$ cat src/hw/rtl/esms_pkg.sv
`timescale 1ns / 1ps

package esms_pkg;

  localparam int unsigned ResultDepth = 4;

  // Reset values of the configuration registers.
  localparam logic [15:0] ResetHoldDefault = 16'd50;
  localparam logic [7:0]  CodeIdleDefault  = 8'd0;
  localparam logic [7:0]  CodeErrorDefault = 8'd1;
  localparam logic [7:0]  CodeResetDefault = 8'd2;
  localparam logic [7:0]  CodeHaltDefault  = 8'd3;

  typedef enum logic [2:0] {
    MODE_NOCTRL  = 3'd0,
    MODE_DISABLE = 3'd1,
    MODE_ENABLE  = 3'd2,
    MODE_RESET   = 3'd3,
    MODE_ESTOP   = 3'd4,
    MODE_HALT    = 3'd5
  } mode_t;

  typedef enum logic [3:0] {
    EV_ACK_NOCTRL  = 4'd0,
    EV_ACK_DISABLE = 4'd1,
    EV_ACK_ENABLE  = 4'd2,
    EV_ACK_ESTOP   = 4'd3,
    EV_ACK_HALT    = 4'd4,
    EV_ACK_RESET   = 4'd5,
    EV_CTRL_ESTOP  = 4'd6,
    EV_CMD_ESTOP   = 4'd7,
    EV_BAD_CMD     = 4'd8,
    EV_BAD_MODE    = 4'd9
  } event_t;

  typedef enum logic [1:0] {
    LOAD_NONE   = 2'd0,
    LOAD_UNLOAD = 2'd1,
    LOAD_LOAD   = 2'd2
  } loader_t;

  typedef enum logic [2:0] {
    CFG_RESET_HOLD = 3'd0,
    CFG_CODE_IDLE  = 3'd1,
    CFG_CODE_ERROR = 3'd2,
    CFG_CODE_RESET = 3'd3,
    CFG_CODE_HALT  = 3'd4
  } cfg_reg_t;

  typedef struct packed {
    logic       drive_valid;
    logic [7:0] drive_state;
    logic       event_valid;
    logic [3:0] event_code;
    logic [1:0] loader_action;
    logic       last_result;
  } result_t;

  function automatic result_t mk_event(event_t ev, loader_t la, logic last);
    result_t r;
    r = '0;
    r.event_valid   = 1'b1;
    r.event_code    = ev;
    r.loader_action = la;
    r.last_result   = last;
    return r;
  endfunction

endpackage

$ cat src/hw/rtl/estop_latched_mode_supervisor_top.sv
`timescale 1ns / 1ps
// An accepted request's results enter the result queue and leave it in order.
// One request is accepted per cycle while in_stall is low. The output delivers one
// result per cycle while out_stall is low; an estop command writes two results.
// A four-entry result queue sits between decision logic and output; in_stall rises
// when fewer than two entries are free. Reset: no-controller mode, tick count zero,
// registers at their defaults, result queue empty.
module estop_latched_mode_supervisor_top
  import esms_pkg::*;
(
  input  logic        clk,
  input  logic        rst_n,
  input  logic        in_valid,
  output logic        in_stall,
  input  logic        in_operation,
  input  logic [2:0]  in_requested_state,
  input  logic [7:0]  in_controller_command,
  output logic        out_valid,
  input  logic        out_stall,
  output logic        out_drive_valid,
  output logic [7:0]  out_drive_state,
  output logic        out_event_valid,
  output logic [3:0]  out_event_code,
  output logic [1:0]  out_loader_action,
  output logic        out_last_result,
  input  logic        cfg_valid,
  output logic        cfg_ready,
  input  logic [2:0]  cfg_index,
  input  logic [15:0] cfg_data
);

  localparam int unsigned PtrW = $clog2(ResultDepth);
  localparam int unsigned CntW = $clog2(ResultDepth + 1);

  logic [15:0] reset_hold_r;
  logic [7:0]  code_idle_r;
  logic [7:0]  code_error_r;
  logic [7:0]  code_reset_r;
  logic [7:0]  code_halt_r;

  mode_t       mode_r, mode_nxt;
  logic [15:0] ticks_r, ticks_nxt;

  result_t     mem_r [ResultDepth];
  logic [PtrW-1:0] wr_ptr_r, rd_ptr_r;
  logic [CntW-1:0] count_r, count_nxt;

  result_t     item0, item1;
  logic        two_items;
  logic        in_acc, out_pop;
  logic [16:0] tick_inc;

  assign cfg_ready = 1'b1;
  assign in_stall  = (count_r > CntW'(ResultDepth - 2));
  assign in_acc    = in_valid && !in_stall;
  assign out_valid = (count_r != '0);
  assign out_pop   = out_valid && !out_stall;
  assign tick_inc  = {1'b0, ticks_r} + 17'd1;

  // Latched estop: only a reset request leaves it.
  function automatic mode_t guard_mode(mode_t cur, mode_t req);
    return (cur == MODE_ESTOP && req != MODE_RESET) ? cur : req;
  endfunction

  always_comb begin
    mode_nxt  = mode_r;
    ticks_nxt = ticks_r;
    item0     = '0;
    item1     = mk_event(EV_ACK_ESTOP, LOAD_NONE, 1'b1);
    two_items = 1'b0;
    if (!in_operation) begin
      item0.drive_valid = 1'b1;
      item0.last_result = 1'b1;
      case (mode_r)
        MODE_ESTOP: begin
          item0.drive_state = code_error_r;
        end
        MODE_NOCTRL, MODE_DISABLE: begin
          item0.drive_state = code_idle_r;
        end
        MODE_RESET: begin
          if (tick_inc > {1'b0, reset_hold_r}) begin
            ticks_nxt         = '0;
            mode_nxt          = MODE_NOCTRL;
            item0.event_valid = 1'b1;
            item0.event_code  = EV_ACK_RESET;
          end else begin
            ticks_nxt = tick_inc[15:0];
          end
          item0.drive_state = code_reset_r;
        end
        MODE_ENABLE: begin
          if (in_controller_command == code_error_r) begin
            mode_nxt          = MODE_ESTOP;
            item0.event_valid = 1'b1;
            item0.event_code  = EV_CTRL_ESTOP;
          end
          item0.drive_state = in_controller_command;
        end
        MODE_HALT: begin
          item0.drive_state = code_halt_r;
        end
        default: begin
          mode_nxt          = MODE_ESTOP;
          item0.event_valid = 1'b1;
          item0.event_code  = EV_BAD_MODE;
          item0.drive_state = code_error_r;
        end
      endcase
    end else begin
      case (in_requested_state)
        MODE_NOCTRL: begin
          mode_nxt = guard_mode(mode_r, MODE_NOCTRL);
          item0    = mk_event(EV_ACK_NOCTRL, LOAD_UNLOAD, 1'b1);
        end
        MODE_DISABLE: begin
          mode_nxt = guard_mode(mode_r, MODE_DISABLE);
          item0    = mk_event(EV_ACK_DISABLE, LOAD_LOAD, 1'b1);
        end
        MODE_ENABLE: begin
          mode_nxt = guard_mode(mode_r, MODE_ENABLE);
          item0    = mk_event(EV_ACK_ENABLE, LOAD_NONE, 1'b1);
        end
        MODE_RESET: begin
          // Acknowledge comes when the reset completes.
          mode_nxt                = MODE_RESET;
          item0.loader_action     = LOAD_UNLOAD;
          item0.last_result       = 1'b1;
        end
        MODE_ESTOP: begin
          mode_nxt  = MODE_ESTOP;
          item0     = mk_event(EV_CMD_ESTOP, LOAD_NONE, 1'b0);
          two_items = 1'b1;
        end
        MODE_HALT: begin
          mode_nxt = guard_mode(mode_r, MODE_HALT);
          item0    = mk_event(EV_ACK_HALT, LOAD_NONE, 1'b1);
        end
        default: begin
          mode_nxt = MODE_ESTOP;
          item0    = mk_event(EV_BAD_CMD, LOAD_UNLOAD, 1'b1);
        end
      endcase
    end
  end

  always_comb begin
    count_nxt = count_r;
    if (in_acc) begin
      count_nxt = count_nxt + (two_items ? CntW'(2) : CntW'(1));
    end
    if (out_pop) begin
      count_nxt = count_nxt - CntW'(1);
    end
  end

  always_ff @(posedge clk) begin
    if (!rst_n) begin
      reset_hold_r <= ResetHoldDefault;
      code_idle_r  <= CodeIdleDefault;
      code_error_r <= CodeErrorDefault;
      code_reset_r <= CodeResetDefault;
      code_halt_r  <= CodeHaltDefault;
    end else if (cfg_valid && cfg_ready) begin
      case (cfg_index)
        CFG_RESET_HOLD: reset_hold_r <= cfg_data;
        CFG_CODE_IDLE:  code_idle_r  <= cfg_data[7:0];
        CFG_CODE_ERROR: code_error_r <= cfg_data[7:0];
        CFG_CODE_RESET: code_reset_r <= cfg_data[7:0];
        CFG_CODE_HALT:  code_halt_r  <= cfg_data[7:0];
        default: ;
      endcase
    end
  end

  always_ff @(posedge clk) begin
    if (!rst_n) begin
      mode_r   <= MODE_NOCTRL;
      ticks_r  <= '0;
      wr_ptr_r <= '0;
      rd_ptr_r <= '0;
      count_r  <= '0;
    end else begin
      count_r <= count_nxt;
      if (in_acc) begin
        mode_r   <= mode_nxt;
        ticks_r  <= ticks_nxt;
        wr_ptr_r <= wr_ptr_r + (two_items ? PtrW'(2) : PtrW'(1));
      end
      if (out_pop) begin
        rd_ptr_r <= rd_ptr_r + PtrW'(1);
      end
    end
  end

  always_ff @(posedge clk) begin
    if (in_acc) begin
      mem_r[wr_ptr_r] <= item0;
      if (two_items) begin
        mem_r[wr_ptr_r + PtrW'(1)] <= item1;
      end
    end
  end

  assign out_drive_valid   = mem_r[rd_ptr_r].drive_valid;
  assign out_drive_state   = mem_r[rd_ptr_r].drive_state;
  assign out_event_valid   = mem_r[rd_ptr_r].event_valid;
  assign out_event_code    = mem_r[rd_ptr_r].event_code;
  assign out_loader_action = mem_r[rd_ptr_r].loader_action;
  assign out_last_result   = mem_r[rd_ptr_r].last_result;

  a_count_bound : assert property (@(posedge clk) disable iff (!rst_n)
    count_r <= CntW'(ResultDepth))
    else $error("result queue overfilled");

  a_count_track : assert property (@(posedge clk) disable iff (!rst_n)
    (in_acc && !out_pop) |=>
      count_r == $past(count_r) + ($past(two_items) ? CntW'(2) : CntW'(1)))
    else $error("result count lost a request");

  a_estop_latch : assert property (@(posedge clk) disable iff (!rst_n)
    (in_acc && mode_r == MODE_ESTOP &&
     !(in_operation && in_requested_state == MODE_RESET)) |=> mode_r == MODE_ESTOP)
    else $error("emergency stop left without reset request");

  a_reset_ticks : assert property (@(posedge clk) disable iff (!rst_n)
    (in_acc && !in_operation && mode_r == MODE_RESET &&
     tick_inc > {1'b0, reset_hold_r}) |=> (mode_r == MODE_NOCTRL && ticks_r == '0))
    else $error("reset phase did not complete");

endmodule
$ cat config.mk
export PLATFORM = sky130hd
export DESIGN_NAME = estop_latched_mode_supervisor_top
export DESIGN_NICKNAME = d
export VERILOG_FILES = /design/src/hw/rtl/esms_pkg.sv /design/src/hw/rtl/estop_latched_mode_supervisor_top.sv
export SDC_FILE = /design/constraint.sdc
export NUM_CORES = 1
export LEC_CHECK = 0
export ABC_AREA = 1
export CORE_ASPECT_RATIO = 1.5
export CORE_MARGIN = 2
export CORE_UTILIZATION = 53
export DETAILED_ROUTE_END_ITERATION = 6
export DONT_BUFFER_PORTS = 1
export PLACE_DENSITY = 0.67
export SETUP_SLACK_MARGIN = 0.3
export SLEW_MARGIN = 20
export SYNTH_ARGS = -nofsm -noshare
export SYNTH_HDL_FRONTEND = slang
export SYNTH_SLANG_ARGS = --single-unit
export TNS_END_PERCENT = 5
$ cat constraint.sdc
create_clock -name clk -period 3.5 [get_ports clk]
set_input_delay 0.525 -clock clk [delete_from_list [all_inputs] [get_ports clk]]
set_output_delay 0.525 -clock clk [all_outputs]
set_load 0.01 [all_outputs]
==> qor.txt, run 1 <==
status = complete, no violations
Root Buffer = clkbuf_16
mapped cell area = 7020 sq um
post-synthesis mux area share = 0.00143
Mapped Cells = 976
YS warnings = 0
vias post-DR = 6105
Max-Cap Viols = 0
Slew Viols, Final = 0
Yosys cell types = 47
CTS tree = yes
CP required = 3.85 ns
kind of critical path = reg -> reg
Synth Area in Simple Gates = 0.219
vias in the first global route = 5830
Worst Hold Class = in -> reg
cts bufs inserted = 17
die width = 97.9 um
Async SR Flop Fraction = 0
most frequent cell after synthesis = nand2_1
Nets = 1018
r2r setup slk = 0.70 ns
H-tree depth = 4
P_leak = 3.21 nW
ANT cells = 0
Post-synth EDFFs = 0
Area growth syn-to-layout = 9.92%
initial DRC count = 267
Sink Count = 144
largest family of logic cells by synthesized area = compound AO/OA/AOI/OAI gates
fin cells = 1133
total power = 5.45 mW
crit path capture type = flip-flop
Worst-Skew Late Latency = 0.42 ns
worst hold slack = 0.195 ns
DR pass1 iterations = 4
Worst VDD drop = 0.318 mV
I/O Buffers = 0
Final Cycle Share = 0.799
largest net degree at the start of global routing = 60
GRT Total Usage = 0.252
Cell Pwr Density = 707 nW/um^2
die area = 14200 sq um
Synth top area share = 0.411
XOR/XNOR Fraction of Synth Area = 0.0237
Slew HR = 0.317
Core ar. = 13000 sq um
Critical Path AT = 3.15 ns
#FFs+latches synth = 144
worst-margin pin slew = 1.02 ns
Most used DFF post-synth = dfxtp_1
RSZ-0062 raised after global routing = false
Syn Area/Cell = 7.19 sq um
Setup WS pre-CTS = 0.458 ns
Worst-path clk slew = 0.06 ns
largest cells by area after synthesis = dfxtp_1, o21ai_0, nand2_1
Max Fclk = 357 MHz
post-synth net total = 1033
share of layout cells above drive strength 1 = 0.0832
initial core utilization = 0.542
Critical Path Source Type = flip-flop
sequential-to-total area share from yosys stat = 0.411
crit path max fanout = 15
Post-DRT Antenna Nets = 0
Die Ht = 145 um
Final WS setup = 0.702 ns
dpl hpwl = 12200 um
cell taking the most area after synthesis = dfxtp_1
I/O pin cnt = 56
Final TNS setup = 0 ns
first-pass GRT wire length = 29200 um
GRT overflow = 0
final WL = 17400 um
site row count = 51
initial antenna violation count = 0
dpl cells = 1100
minimum clock period after layout = 2.80 ns
most instantiated cells after synthesis = nand2_1, dfxtp_1, o21ai_0
# DRC = 0
Via density = 5.39
WL/cell = 15.4 um
Final Hold Vio Count = 0
Routability Congestion = 0.835
Setup Skew = 0.00984 ns
Longest Clk Path Bufs = 2
setup violators final = 0
FILL cells = 1249
adder-cell share of the synthesized area = 0.0385
Synth Area in Compound Gates = 0.221
==> cells in the final DEF (no fill, tap or decap), types with 4 or more instances in the layout <==
cell,count
a211oi_1,7
o21ai_1,4
o21ai_0,140
nor3_1,6
nand2_2,6
nor2_2,5
xor2_1,15
inv_1,93
xnor2_1,4
clkbuf_16,17
o22ai_1,17
clkinv_4,4
inv_2,10
o211ai_1,4
nor2_1,122
nand3_1,26
nor4_1,4
nor2_4,4
buf_4,8
nand4_1,5
clkinvlp_4,4
dfxtp_1,143
ha_1,20
a21oi_1,102
nand2_1,164
o2111ai_1,7
==> stage by stage <==
step	util	cell area (sq um)
after floorplan	-	7020
after global placement	0.546	7080
after detailed placement	0.546	7080
after CTS	0.593	7680
after global routing	0.595	7710
final	0.595	7710
==> logic make-up (layout without fill, tap and decap cells) <==
logic type	after synthesis	in the layout
and+or+nand+nor	354	354
AOI/OAI and AO/OA	289	289
buffers and inverters	147	145
DFF	144	144
adders and majority gates	21	21
xor gates and xnor gates	19	19
other	1	1
muxes	1	1
==> report_power, final <==
group	switching, mW	internal (mW)
Combinational	0.834	0.469
Sequential	0.226	2.09
Clock	0.729	1.10
Total	1.79	3.66
==> layout make-up <==
class	instances	area, sq um	area share
clock inverter	13	154	0.0200
clock buffer	19	453	0.0587
tap	159	199	0.0258
timing repair buffer	9	80.1	0.0104
sequential	144	2880	0.374
inverter	104	390	0.0506
multi-input combinational	685	3550	0.460
==> worst max-delay path: stages (launching register included) <==
cell and delay (ns):
dfxtp_2 0.38, ha_1 0.21, nand3_2 0.15, nor2_4 0.18, nand2_1 0.10, nor2_1 0.12
xor2_1 0.21, ha_1 0.28, a21o_1 0.16, a21oi_1 0.11, nand2_1 0.06, nor2_1 0.11
nand2_2 0.11, a21oi_4 0.19, buf_12 0.16, nand2_1 0.06, a21oi_2 0.12
==> routing by layer <==
layer	up-vias	part of all wire	global-route usage
met5	-	0	0
met4	0	0.021	0.0861
met3	23	0.044	0.0477
met2	118	0.52	0.451
met1	2760	0.42	0.297
li1	3204	-	-
==> registers in the layout, summed over array words and instances, names as in the netlist, 3 cells and up, named ones only <==
name / count
code_reset_r: 8
mem_r: 68
code_halt_r: 8
code_idle_r: 8
mode_r: 3
count_r: 3
code_error_r: 8
ticks_r: 16
reset_hold_r: 16
==> final timing paths <==
kind                   start  cells after the start               to
min             in_operation                      1     mem_r[0][16]
max               ticks_r[0]                     16       ticks_r[6]
max reg2reg       ticks_r[0]                     16       ticks_r[6]
min reg2reg  code_reset_r[1]                      2  code_reset_r[1]
==> timing repair <==
item                       CTS  global route
setup endpoints to repair    0            30
buffers inserted             0             1
gates resized for setup      0             2
hold buffers                 0             0
No activity file was read; power rests on OpenSTA's default activity.
==> run 2: changes to the inputs <==
- PLACE_DENSITY: 0.67 -> 0.7
- clock period: 3.5 -> 2.5 ns (I/O delays scaled with it)
==> qor.txt, run 2 (synthesis results as in run 1) <==
FF-to-FF Start = ticks_r[0]
total power = 7.56 mW
crit path from = ticks_r[0]
FF/Latch Area = 2890 sq um
first-pass GRT wire length = 29300 um
I/O Buffers = 0
# DRC = 0
Core ar. = 13000 sq um
DR pass1 iterations = 5
GRT overflow = 0
Max-Cap Viols = 0
RSZ-0062 raised after global routing = true
Root Buffer = clkbuf_16
Area after DPL = 7370 sq um
Nets = 1055
cts bufs inserted = 17
commonest non-fill, non-tap cell in the layout = nand2_1
die width = 97.9 um
CP required = 2.84 ns
status = finished, violations left
Sink Count = 144
Die Ht = 145 um
vias post-DR = 6332
switching share of power = 0.333
Final Cycle Share = 1.04
worst hold slack = 0.0400 ns
ANT cells = 0
share of layout cells above drive strength 1 = 0.138
FILL cells = 1192
vias in the first global route = 5991
H-tree depth = 4
CTS tree = yes
Setup Skew = 0.00902 ns
largest net degree at the start of global routing = 60
Clk pwr share = 0.326
Post-DRT Antenna Nets = 0
Worst-Skew Late Latency = 0.42 ns
Final Hold Vio Count = 0
Worst-path clk slew = 0.06 ns
setup violators final = 26
Slew HR = 0.547
max reg flops = 68
Worst Hold Class = in -> reg
dpl hpwl = 12500 um
hold buffer count at CTS = 0
initial DRC count = 274
Final WS setup = -0.0878 ns
power share of the combinational group = 0.245
Critical Path Source Type = flip-flop
kind of critical path = reg -> reg
minimum clock period after layout = 2.59 ns
initial antenna violation count = 0
Worst VDD drop = 0.487 mV
Cell Pwr Density = 935 nW/um^2
I/O pin cnt = 56
crit path capture type = flip-flop
WL/cell = 15.3 um
Setup WS pre-CTS = -0.120 ns
initial core utilization = 0.542
crit path max fanout = 16
Area growth syn-to-layout = 15.3%
GRT Total Usage = 0.254
fin area = 8090 sq um
Via density = 5.41
HP Start = in_operation
Slew Viols, Final = 0
die area = 14200 sq um
most frequent cells in the layout = nand2_1, o21ai_0, dfxtp_1
Flop pwr share = 0.429
Longest Clk Path Bufs = 2
Routability Congestion = 0.871
failing checks = setup timing
area taken by multi-input logic gates = 3670 sq um
Max Fclk = 386 MHz
Net Sw Power = 2.52 mW
worst-margin pin slew = 0.678 ns
final WL = 17900 um
P_leak = 3.41 nW
top flop regs = mem_r: 68 flops, reset_hold_r: 16 flops, ticks_r: 16 flops
P_int = 5.04 mW
Critical Path AT = 2.93 ns
Biggest register = mem_r
site row count = 51
==> run 2: cell types whose count changed in the layout (fill, tap and decap cells not counted), moves of 3 or more <==
| cell | change |
|---|---|
| dfxtp_1 | -3 |
| nor2_1 | -6 |
| nor2_2 | +4 |
| buf_4 | +37 |
==> run 2: power groups by stage <==
stage / clock (mW) / sequential (mW) / combinational (mW)
4_1_cts: 2.52 / 3.24 / 1.86
5_1_grt: 2.62 / 3.31 / 2.12
6_report: 2.47 / 3.24 / 1.86
3_5_place_dp: 0 / 3.28 / 1.85
2_1_floorplan: 0 / 3.19 / 1.52
3_3_place_gp: 0 / 3.27 / 1.80
==> run 2: path summary, 6_finish.rpt <==
check | slack [ns] | cells past startpoint | end
worst min-delay path | 0.04 | 1 | mem_r[3][16]
worst max register to register | -0.09 | 16 | ticks_r[14]
worst max-delay path | -0.09 | 16 | ticks_r[14]
worst min register to register | 0.46 | 2 | code_reset_r[5]
==> run 2: layout make-up <==
cell class	instances	area share
multi-input combinational	685	0.454
sequential	144	0.357
clock buffer	20	0.0565
inverter	104	0.0483
timing repair buffer	46	0.0442
tap	159	0.0246
clock inverter	12	0.0153
==> run 2: routing by layer <==
layer  part of all wire  wire [um]  vias up  global-route usage
met3              0.040        707       32              0.0472
met1               0.42       7430     2900               0.294
met4              0.029        512        0               0.104
li1                   -          -     3280                   -
met5                  0          0        -                   0
met2               0.52       9250      120               0.455
==> run 2: worst max-delay path, stage by stage, from the launching register on <==
cell and delay (ns):
dfxtp_4 0.38, ha_4 0.15, nand3_4 0.10, nor2_4 0.13, nand2_2 0.10, nor2_4 0.14, xor2_2 0.17, ha_1 0.27
a21o_1 0.16, a21oi_1 0.11, nand2_1 0.06, nor2_1 0.10, nand2_2 0.10, a21oi_4 0.17, buf_12 0.16, nand2_1 0.07
a21oi_1 0.12
==> run 2: per-stage QoR <==
stage | utilization | std cells | setup TNS (ns)
2_1_floorplan | - | 976 | 0
3_3_place_gp | 0.569 | 1132 | -2.38
3_5_place_dp | 0.569 | 1132 | -2.87
4_1_cts | 0.618 | 1170 | -3.14
5_1_grt | 0.624 | 1170 | -7.09
6_report | 0.624 | 1170 | -1.14
==> run 2: repair_timing <==
item | in CTS | in global routing
buffers inserted | 6 | 0
endpoints found under the setup margin | 31 | 31
pin swaps | 2 | 6
gates resized for setup | 2 | 18
endpoints found under the hold margin | 0 | 0
